<file path="config.mk">
export PLATFORM = sky130hd
export DESIGN_NAME = catmull_rom_path_sampler
export DESIGN_NICKNAME = d
export VERILOG_FILES = /design/src/rtl/cmr_pkg.sv /design/src/rtl/cmr_mul.sv /design/src/rtl/catmull_rom_path_sampler.sv
export SDC_FILE = /design/constraint.sdc
export NUM_CORES = 2
export LEC_CHECK = 0
export ABC_AREA = 1
export BUFFER_PORTS_ARGS = -buffer_cell sky130_fd_sc_hd__buf_2
export CAP_MARGIN = 15
export CORE_MARGIN = 8
export CORE_UTILIZATION = 47
export CTS_BUF_LIST = sky130_fd_sc_hd__clkbuf_16
export DETAILED_ROUTE_END_ITERATION = 10
export PLACE_DENSITY = 0.61
export SLEW_MARGIN = 40
export SYNTH_ARGS = -nofsm -noshare
export SYNTH_HDL_FRONTEND = slang
export SYNTH_SLANG_ARGS = --single-unit
</file>
<file path="constraint.sdc">
create_clock -name i_clk -period 45 [get_ports i_clk]
set_clock_uncertainty 0.2 [all_clocks]
set_input_delay 4.5 -clock i_clk [delete_from_list [all_inputs] [get_ports i_clk]]
set_output_delay 4.5 -clock i_clk [all_outputs]
set_load 0.03 [all_outputs]
</file>
<file path="src/rtl/cmr_pkg.sv">
// Shared constants, mu lookup functions and saturation for the spline sampler.
`default_nettype none

package cmr_pkg;

    localparam int CoordW   = 32;             // Q16.16 coordinate width
    localparam int DiffW    = CoordW + 1;     // difference of two coordinates
    localparam int MuW      = 17;             // Q0.16 mu power, 1.0 included
    localparam int CoefW    = 38;             // doubled Hermite coefficient
    localparam int ProdW    = CoefW + MuW + 1;
    localparam int AccW     = ProdW + 2;
    localparam int SumW     = 42;             // shifted term plus base point
    localparam int KW       = 4;
    localparam int OutDataW = 72;             // x, y, k padded to whole bytes

    localparam logic [KW-1:0] LastK = 4'd10;  // mu = 1.0

    function automatic logic [MuW-1:0] mu1_lut(input logic [KW-1:0] k);
        case (k)
            4'd0:    mu1_lut = 17'd0;
            4'd1:    mu1_lut = 17'd6554;
            4'd2:    mu1_lut = 17'd13107;
            4'd3:    mu1_lut = 17'd19661;
            4'd4:    mu1_lut = 17'd26214;
            4'd5:    mu1_lut = 17'd32768;
            4'd6:    mu1_lut = 17'd39322;
            4'd7:    mu1_lut = 17'd45875;
            4'd8:    mu1_lut = 17'd52429;
            4'd9:    mu1_lut = 17'd58982;
            4'd10:   mu1_lut = 17'd65536;
            default: mu1_lut = 17'd0;
        endcase
    endfunction

    function automatic logic [MuW-1:0] mu2_lut(input logic [KW-1:0] k);
        case (k)
            4'd0:    mu2_lut = 17'd0;
            4'd1:    mu2_lut = 17'd655;
            4'd2:    mu2_lut = 17'd2621;
            4'd3:    mu2_lut = 17'd5898;
            4'd4:    mu2_lut = 17'd10486;
            4'd5:    mu2_lut = 17'd16384;
            4'd6:    mu2_lut = 17'd23593;
            4'd7:    mu2_lut = 17'd32113;
            4'd8:    mu2_lut = 17'd41943;
            4'd9:    mu2_lut = 17'd53084;
            4'd10:   mu2_lut = 17'd65536;
            default: mu2_lut = 17'd0;
        endcase
    endfunction

    function automatic logic [MuW-1:0] mu3_lut(input logic [KW-1:0] k);
        case (k)
            4'd0:    mu3_lut = 17'd0;
            4'd1:    mu3_lut = 17'd66;
            4'd2:    mu3_lut = 17'd524;
            4'd3:    mu3_lut = 17'd1769;
            4'd4:    mu3_lut = 17'd4194;
            4'd5:    mu3_lut = 17'd8192;
            4'd6:    mu3_lut = 17'd14156;
            4'd7:    mu3_lut = 17'd22479;
            4'd8:    mu3_lut = 17'd33554;
            4'd9:    mu3_lut = 17'd47776;
            4'd10:   mu3_lut = 17'd65536;
            default: mu3_lut = 17'd0;
        endcase
    endfunction

    // Clamp a wide signed sum to the signed 32-bit range.
    function automatic logic signed [CoordW-1:0] sat_coord(input logic signed [SumW-1:0] v);
        if ((&v[SumW-1:CoordW-1]) || !(|v[SumW-1:CoordW-1])) begin
            sat_coord = v[CoordW-1:0];
        end else if (v[SumW-1]) begin
            sat_coord = {1'b1, {(CoordW-1){1'b0}}};
        end else begin
            sat_coord = {1'b0, {(CoordW-1){1'b1}}};
        end
    endfunction

endpackage

`default_nettype wire

</file>
<file path="src/rtl/cmr_mul.sv">
// Shared signed-by-unsigned multiplier with a registered product.
`default_nettype none

module cmr_mul (
    input  wire logic                               i_clk,
    input  wire logic signed [cmr_pkg::CoefW-1:0]   i_a,
    input  wire logic        [cmr_pkg::MuW-1:0]     i_b,
    output logic signed      [cmr_pkg::ProdW-1:0]   o_p
);
    import cmr_pkg::*;

    logic signed [ProdW-1:0] r_p;

    always_ff @(posedge i_clk) begin
        r_p <= ProdW'($signed(i_a) * $signed({1'b0, i_b}));
    end

    assign o_p = r_p;

endmodule

`default_nettype wire

</file>
<file path="src/rtl/catmull_rom_path_sampler.sv">
// Top level: waypoint window, sample sequencer and output register of the path sampler.
`default_nettype none
// Usage:
// Waypoints enter on the s_axis channel: tdata holds x in bits 31:0 and y in bits
// 63:32 (both signed Q16.16), tlast marks the final waypoint of a path. Samples leave
// on the m_axis channel, one beat each: tdata holds x, y and the sample index k
// (mu = k/10), tlast flags the final sample caused by one waypoint.
// A waypoint opens zero, one or two segments of 11 samples each. The sequencer feeds
// one shared multiplier four products per sample (x slope, then three powers of mu);
// each segment opens with setup steps that register the point differences and then
// the coefficients. An input beat that opens no segment only updates the waypoint
// window. s_axis_tready is high only while the block waits for a waypoint, so a new
// waypoint is taken only once all samples of the last one have been produced.
// When the receiver stalls, the finished sample stays in the output register and the
// sequencer holds until that beat is taken.
// Reset empties the waypoint window and the output register; the block is ready in
// the first cycle after reset.
module catmull_rom_path_sampler (
    input  wire logic                 i_clk,
    input  wire logic                 i_rst_n,
    input  wire logic                 s_axis_tvalid,
    output logic                      s_axis_tready,
    input  wire logic [63:0]          s_axis_tdata,   // in_x [31:0], in_y [63:32]
    input  wire logic                 s_axis_tlast,   // in_last
    output logic                      m_axis_tvalid,
    input  wire logic                 m_axis_tready,
    output logic [cmr_pkg::OutDataW-1:0] m_axis_tdata, // out_x [31:0], out_y [63:32],
                                                       // sample_index [67:64], zeros above
    output logic                      m_axis_tlast    // run_last
);
    import cmr_pkg::*;

    typedef enum logic [3:0] {
        S_IDLE, S_LOAD, S_COEF, S_MX, S_M1, S_M2, S_M3, S_ACC, S_OUT, S_WIN
    } t_state;

    t_state r_state;

    // Waypoint window, oldest at index 0.
    logic signed [CoordW-1:0] r_wx [3];
    logic signed [CoordW-1:0] r_wy [3];
    logic        [1:0]        r_cnt;

    logic signed [CoordW-1:0] r_in_x, r_in_y;
    logic                     r_in_last;
    logic                     r_two;     // item opens two segments
    logic                     r_seg;     // segment being sampled
    logic        [KW-1:0]     r_k;

    logic signed [DiffW-1:0]  r_d1, r_d2, r_e, r_dx;
    logic signed [CoordW-1:0] r_p1, r_x1;
    logic signed [CoefW-1:0]  r_c1, r_c2, r_c3;
    logic signed [AccW-1:0]   r_acc;
    logic signed [SumW-1:0]   r_xs;

    logic                     r_m_valid, r_m_last;
    logic signed [CoordW-1:0] r_m_x, r_m_y;
    logic        [KW-1:0]     r_m_k;

    logic signed [CoordW-1:0] sel_p0, sel_p1, sel_p2, sel_p3, sel_x1, sel_x2;
    logic                     tail;
    logic signed [CoefW-1:0]  mul_a;
    logic        [MuW-1:0]    mul_b;
    logic signed [ProdW-1:0]  prod;
    logic signed [AccW-1:0]   prod_ext;
    logic signed [CoefW-1:0]  e_ext, d1_ext, d2_ext;
    logic signed [SumW-1:0]   n_y_sum;
    logic                     out_free;
    logic                     seg_done, item_done;
    logic        [1:0]        n_segs;

    cmr_mul u_mul (
        .i_clk (i_clk),
        .i_a   (mul_a),
        .i_b   (mul_b),
        .o_p   (prod)
    );

    // The closing segment of a path runs from the newest stored point to the input.
    always_comb begin
        tail = r_seg | (r_in_last & (r_cnt == 2'd1));
        if (tail) begin
            sel_p0 = (r_cnt == 2'd1) ? r_in_y : r_wy[1];
            sel_p1 = r_wy[2];
            sel_p2 = r_in_y;
            sel_p3 = r_wy[2];
            sel_x1 = r_wx[2];
            sel_x2 = r_in_x;
        end else begin
            sel_p0 = (r_cnt == 2'd2) ? r_wy[2] : r_wy[0];
            sel_p1 = r_wy[1];
            sel_p2 = r_wy[2];
            sel_p3 = r_in_y;
            sel_x1 = r_wx[1];
            sel_x2 = r_wx[2];
        end
    end

    always_comb begin
        case (r_state)
            S_MX: begin
                mul_a = {{(CoefW-DiffW){r_dx[DiffW-1]}}, r_dx};
                mul_b = mu1_lut(r_k);
            end
            S_M1: begin
                mul_a = r_c1;
                mul_b = mu1_lut(r_k);
            end
            S_M2: begin
                mul_a = r_c2;
                mul_b = mu2_lut(r_k);
            end
            S_M3: begin
                mul_a = r_c3;
                mul_b = mu3_lut(r_k);
            end
            default: begin
                mul_a = '0;
                mul_b = '0;
            end
        endcase
    end

    always_comb begin
        prod_ext = {{(AccW-ProdW){prod[ProdW-1]}}, prod};
        e_ext    = {{(CoefW-DiffW){r_e[DiffW-1]}}, r_e};
        d1_ext   = {{(CoefW-DiffW){r_d1[DiffW-1]}}, r_d1};
        d2_ext   = {{(CoefW-DiffW){r_d2[DiffW-1]}}, r_d2};
        n_y_sum  = {{(SumW-CoordW){r_p1[CoordW-1]}}, r_p1} + SumW'(r_acc >>> 17);
        out_free = !r_m_valid || m_axis_tready;
        seg_done  = (r_k == LastK);
        item_done = seg_done && (r_seg == r_two);
        if (!s_axis_tlast) begin
            n_segs = (r_cnt >= 2'd2) ? 2'd1 : 2'd0;
        end else begin
            n_segs = (r_cnt >= 2'd2) ? 2'd2 : {1'b0, (r_cnt == 2'd1)};
        end
    end

    always_ff @(posedge i_clk) begin
        if (!i_rst_n) begin
            r_state   <= S_IDLE;
            r_cnt     <= 2'd0;
            r_m_valid <= 1'b0;
        end else begin
            if ((r_state == S_OUT) && out_free) begin
                r_m_valid <= 1'b1;
            end else if (m_axis_tvalid && m_axis_tready) begin
                r_m_valid <= 1'b0;
            end
            case (r_state)
                S_IDLE: begin
                    if (s_axis_tvalid) begin
                        r_in_x    <= s_axis_tdata[31:0];
                        r_in_y    <= s_axis_tdata[63:32];
                        r_in_last <= s_axis_tlast;
                        r_two     <= (n_segs == 2'd2);
                        r_seg     <= 1'b0;
                        r_k       <= '0;
                        r_state   <= (n_segs == 2'd0) ? S_WIN : S_LOAD;
                    end
                end
                S_LOAD: begin
                    r_d1    <= {sel_p2[CoordW-1], sel_p2} - {sel_p0[CoordW-1], sel_p0};
                    r_d2    <= {sel_p3[CoordW-1], sel_p3} - {sel_p1[CoordW-1], sel_p1};
                    r_e     <= {sel_p2[CoordW-1], sel_p2} - {sel_p1[CoordW-1], sel_p1};
                    r_dx    <= {sel_x2[CoordW-1], sel_x2} - {sel_x1[CoordW-1], sel_x1};
                    r_p1    <= sel_p1;
                    r_x1    <= sel_x1;
                    r_state <= S_COEF;
                end
                S_COEF: begin
                    r_c1    <= d1_ext;
                    r_c2    <= (e_ext <<< 2) + (e_ext <<< 1) - (d1_ext <<< 1) - d2_ext;
                    r_c3    <= d1_ext + d2_ext - (e_ext <<< 2);
                    r_state <= S_MX;
                end
                S_MX: begin
                    r_state <= S_M1;
                end
                S_M1: begin
                    r_xs    <= {{(SumW-CoordW){r_x1[CoordW-1]}}, r_x1} + SumW'(prod >>> 16);
                    r_state <= S_M2;
                end
                S_M2: begin
                    r_acc   <= prod_ext;
                    r_state <= S_M3;
                end
                S_M3: begin
                    r_acc   <= r_acc + prod_ext;
                    r_state <= S_ACC;
                end
                S_ACC: begin
                    r_acc   <= r_acc + prod_ext;
                    r_state <= S_OUT;
                end
                S_OUT: begin
                    if (out_free) begin
                        r_m_x     <= sat_coord(r_xs);
                        r_m_y     <= sat_coord(n_y_sum);
                        r_m_k     <= r_k;
                        r_m_last  <= item_done;
                        if (item_done) begin
                            r_state <= S_WIN;
                        end else if (seg_done) begin
                            r_seg   <= 1'b1;
                            r_k     <= '0;
                            r_state <= S_LOAD;
                        end else begin
                            r_k     <= r_k + 4'd1;
                            r_state <= S_MX;
                        end
                    end
                end
                S_WIN: begin
                    if (r_in_last) begin
                        r_cnt <= 2'd0;
                    end else begin
                        r_wx[0] <= r_wx[1];
                        r_wx[1] <= r_wx[2];
                        r_wx[2] <= r_in_x;
                        r_wy[0] <= r_wy[1];
                        r_wy[1] <= r_wy[2];
                        r_wy[2] <= r_in_y;
                        if (r_cnt != 2'd3) begin
                            r_cnt <= r_cnt + 2'd1;
                        end
                    end
                    r_state <= S_IDLE;
                end
                default: begin
                    r_state <= S_IDLE;
                end
            endcase
        end
    end

    assign s_axis_tready = (r_state == S_IDLE);
    assign m_axis_tvalid = r_m_valid;
    assign m_axis_tdata  = {{(OutDataW-2*CoordW-KW){1'b0}}, r_m_k, r_m_y, r_m_x};
    assign m_axis_tlast  = r_m_last;

endmodule

`default_nettype wire
</file>
==> results.toml <==
[floorplanning]
rows = 145
die_h_um = 413
ioPinCount = 144
fp.dieW_um = 413
coreArea_um2 = 156000
die-area_um2 = 171000
start_util_pct = 47.4

[pwr]
p_switching_uw = 2130
seq_power_share_pct = 26.5
swShare_pct = 48.3
pwr-share-clk_pct = 16.5
power.leakage_uw = 0.0365
power_frac_comb_pct = 57.1
worst_ir_drop_vdd_mv = 0.0413
internal-power_uw = 2280
powerDensity_nw_per_um2 = 55.0

[synth]
synth.avg_cell_area_um2 = 8.53
async_reset_ff_share_pct = 0
yosys_register_bits = 804
yosysUniqueCellTypes = 62
synth_flop_cell = "edfxtp_1"
ys_top_cells_by_area = "edfxtp_1, fa_1, nand2_1, inv_1, ha_1"
synth_top_cell_area_share_pct = 28.4
syn_inst = 8690
synth_area_leader_cell = "edfxtp_1"
synth-edff-count = 702
yosysWarnings = 0
seq_area_frac_synth_pct = 31.2
syn_area_um2 = 74100

[clocking]
clk_path_buf_depth = 3
cts.sinks = 804
clock_latency_ns = 0.74
cts_buffers = 91
ctsHoldBuffers = 0
cts.clk_slew.worst_paths_ns = 0.06
cts_root_buf = "clkbuf_16"
postCtsResizedCells = 0
cts_setup_buffers = 0
htree_num_levels = 3
cts_tree = "built"

[sta]
rsz0062_at_grt = "false"
max_clock_freq_ghz = 0.103
period_share_pct = 21.6
slew_headroom_pct = 38.8
tightest_slew_ns = 0.909
tns_ns = 0
finalSetupViolations = 0
hold_ws_ns = 0.246
drv_slew = 0
finalHoldViolations = 0
post-route-min-period_ns = 9.70

[critical_path]
cp_max_fo = 92
critPathSlowestCell = "fa_1"
critical_path_class = "reg -> reg"
cp_data_arrival_time_ns = 10.07
slowest_delay_ns = 0.53
critPathRequiredTime_ns = 45.37
cp-end-kind = "flip-flop"
crit_path_start_kind = "flip-flop"
cp_common_cell = "nand2_1"

[grt]
grt-ovfl-total = 0
grt_max_degree = 256
grt_use_total_pct = 29.4
grt_pass1_wl_um = 377000
antenna_found_initial = 17
grt_pass1_vias = 60225

[hold_path]
hold_class = "reg -> reg"

[flow_run]
cap_violations = 0

[drt]
drt_iter0_markers = 5107
wl_per_cell_um = 23.2
vias = 59711
drt_wl_total_um = 253000
via_per_inst = 5.46
drtAntennaViolNets = 0
first_pass_iters = 6
drc = 0

[layout]
final_common_cell = "nand2_1"
final_nets = 10075
final_util_pct = 51.2
drive_gt1_share_pct = 5.43
fill_cells = 15057
most-common-layout-cells = "nand2_1, inv_1, nor2_1"
syn2layout_area_growth_pct = 8.03

[run_status]
status = "finished, final reports clean"

[placement]
dp_hpwl_um = 211000
io_buffer_count = 139
gp_congestion = 1.01
[path summary, 6_finish.rpt]
path	startpoint	to	slack [ns]	cells after the start
hold / removal	r_wx[2][25]	r_wx[1][25]	0.25	0
setup reg to reg	r_state[2]	u_mul.o_p[25]	35.30	34
hold reg to reg	r_wx[2][25]	r_wx[1][25]	0.25	0
setup / recovery	r_state[2]	u_mul.o_p[25]	35.30	34
[routing by layer]
layer | track usage [%] | vias to the layer above | share of wire, %
met5 | 0 | - | 0.011
met4 | 11.2 | 4 | 4.5
met3 | 4.68 | 431 | 6.7
met2 | 48.8 | 2025 | 47
met1 | 38.9 | 29270 | 42
li1 | - | 27981 | -
[cells in the mapped netlist (29+ instances only)]
library cell,instances
o21bai_1,43
nand3_1,261
xor2_1,228
buf_4,31
inv_2,31
a21oi_1,470
nand2_1,1901
o211ai_1,30
a21o_1,40
buf_2,51
nor4_1,42
mux2_2,31
ha_1,482
a31oi_1,52
nor2_1,741
clkbuf_1,74
fa_1,717
edfxtp_1,702
a21boi_0,29
inv_1,1655
o21ai_0,557
xnor2_1,111
nor3_1,71
nand4_1,62
dfxtp_1,102
[area by class of cell]
type / instances / area [um2] / area share, %
timing repair buffer: 194 / 1220 / 1.53
inverter: 1691 / 6350 / 7.93
clock buffer: 95 / 2380 / 2.97
clock inverter: 72 / 520 / 0.650
tap: 2058 / 2570 / 3.22
antenna: 1 / 2.50 / 0.00313
sequential: 804 / 23100 / 28.9
multi-input combinational: 6025 / 43900 / 54.8
[cells by family (layout without fill, tap and decap cells)]
family / after synthesis / after routing / share of synthesized area (%)
other: 1 / 5 / 0.00506
AOI/OAI and AO/OA: 1280 / 1280 / 9.45
buffers and inverters: 1864 / 2052 / 9.75
xor gates and xnor gates: 339 / 339 / 4.01
and+or+nand+nor: 3169 / 3169 / 17.6
adders and majority gates: 1199 / 1199 / 27.5
DFF: 804 / 804 / 31.2
muxes: 34 / 34 / 0.512
[critical path, delay by kind of cell, from the launching register on]
family / cells / cell delay (ns)
flops: 1 / 0.44
compound gates: 2 / 0.68
fa+ha+maj: 7 / 3.05
buf+inv: 11 / 2.00
xor+xnor: 1 / 0.46
simple gates: 13 / 2.51
[flip-flops by register name, summed over array words and instances (netlist names), 32 cells and up, named ones only]
| signal | flops |
|---|---|
| r_m_x | 32 |
| r_c2 | 38 |
| r_wy | 96 |
| r_c3 | 36 |
| r_e | 33 |
| r_xs | 41 |
| r_dx | 33 |
| r_acc | 58 |
| r_in_x | 32 |
| r_in_y | 32 |
| r_d1 | 33 |
| r_x1 | 32 |
| u_mul.o_p | 56 |
| r_c1 | 33 |
| r_p1 | 32 |
| r_wx | 64 |
| r_m_y | 32 |
| r_d2 | 33 |
[per-stage QoR]
| stage | total power (uW) | cell area, um2 | setup slack [ns] | cells |
|---|---|---|---|---|
| finish | 4410 | 80100 | 35.30 | 10940 |
| global route | 4700 | 80100 | 34.76 | 10939 |
| CTS | 4390 | 80000 | 35.26 | 10934 |
| detailed placement | 3650 | 77100 | 35.27 | 10767 |
| global placement | 3640 | 77000 | 35.00 | 10762 |
| floorplan | 2860 | 74100 | 20.37 | 8693 |
[power by group through the flow]
| stage | logic [uW] | registers, uW | clock network, uW |
|---|---|---|---|
| global placement | 2460 | 1180 | 0 |
| global route | 2760 | 1180 | 765 |
| floorplan | 1680 | 1180 | 0 |
| CTS | 2480 | 1170 | 741 |
| detailed placement | 2470 | 1180 | 0 |
| finish | 2520 | 1170 | 726 |
Power figures use the tool's default switching activity.
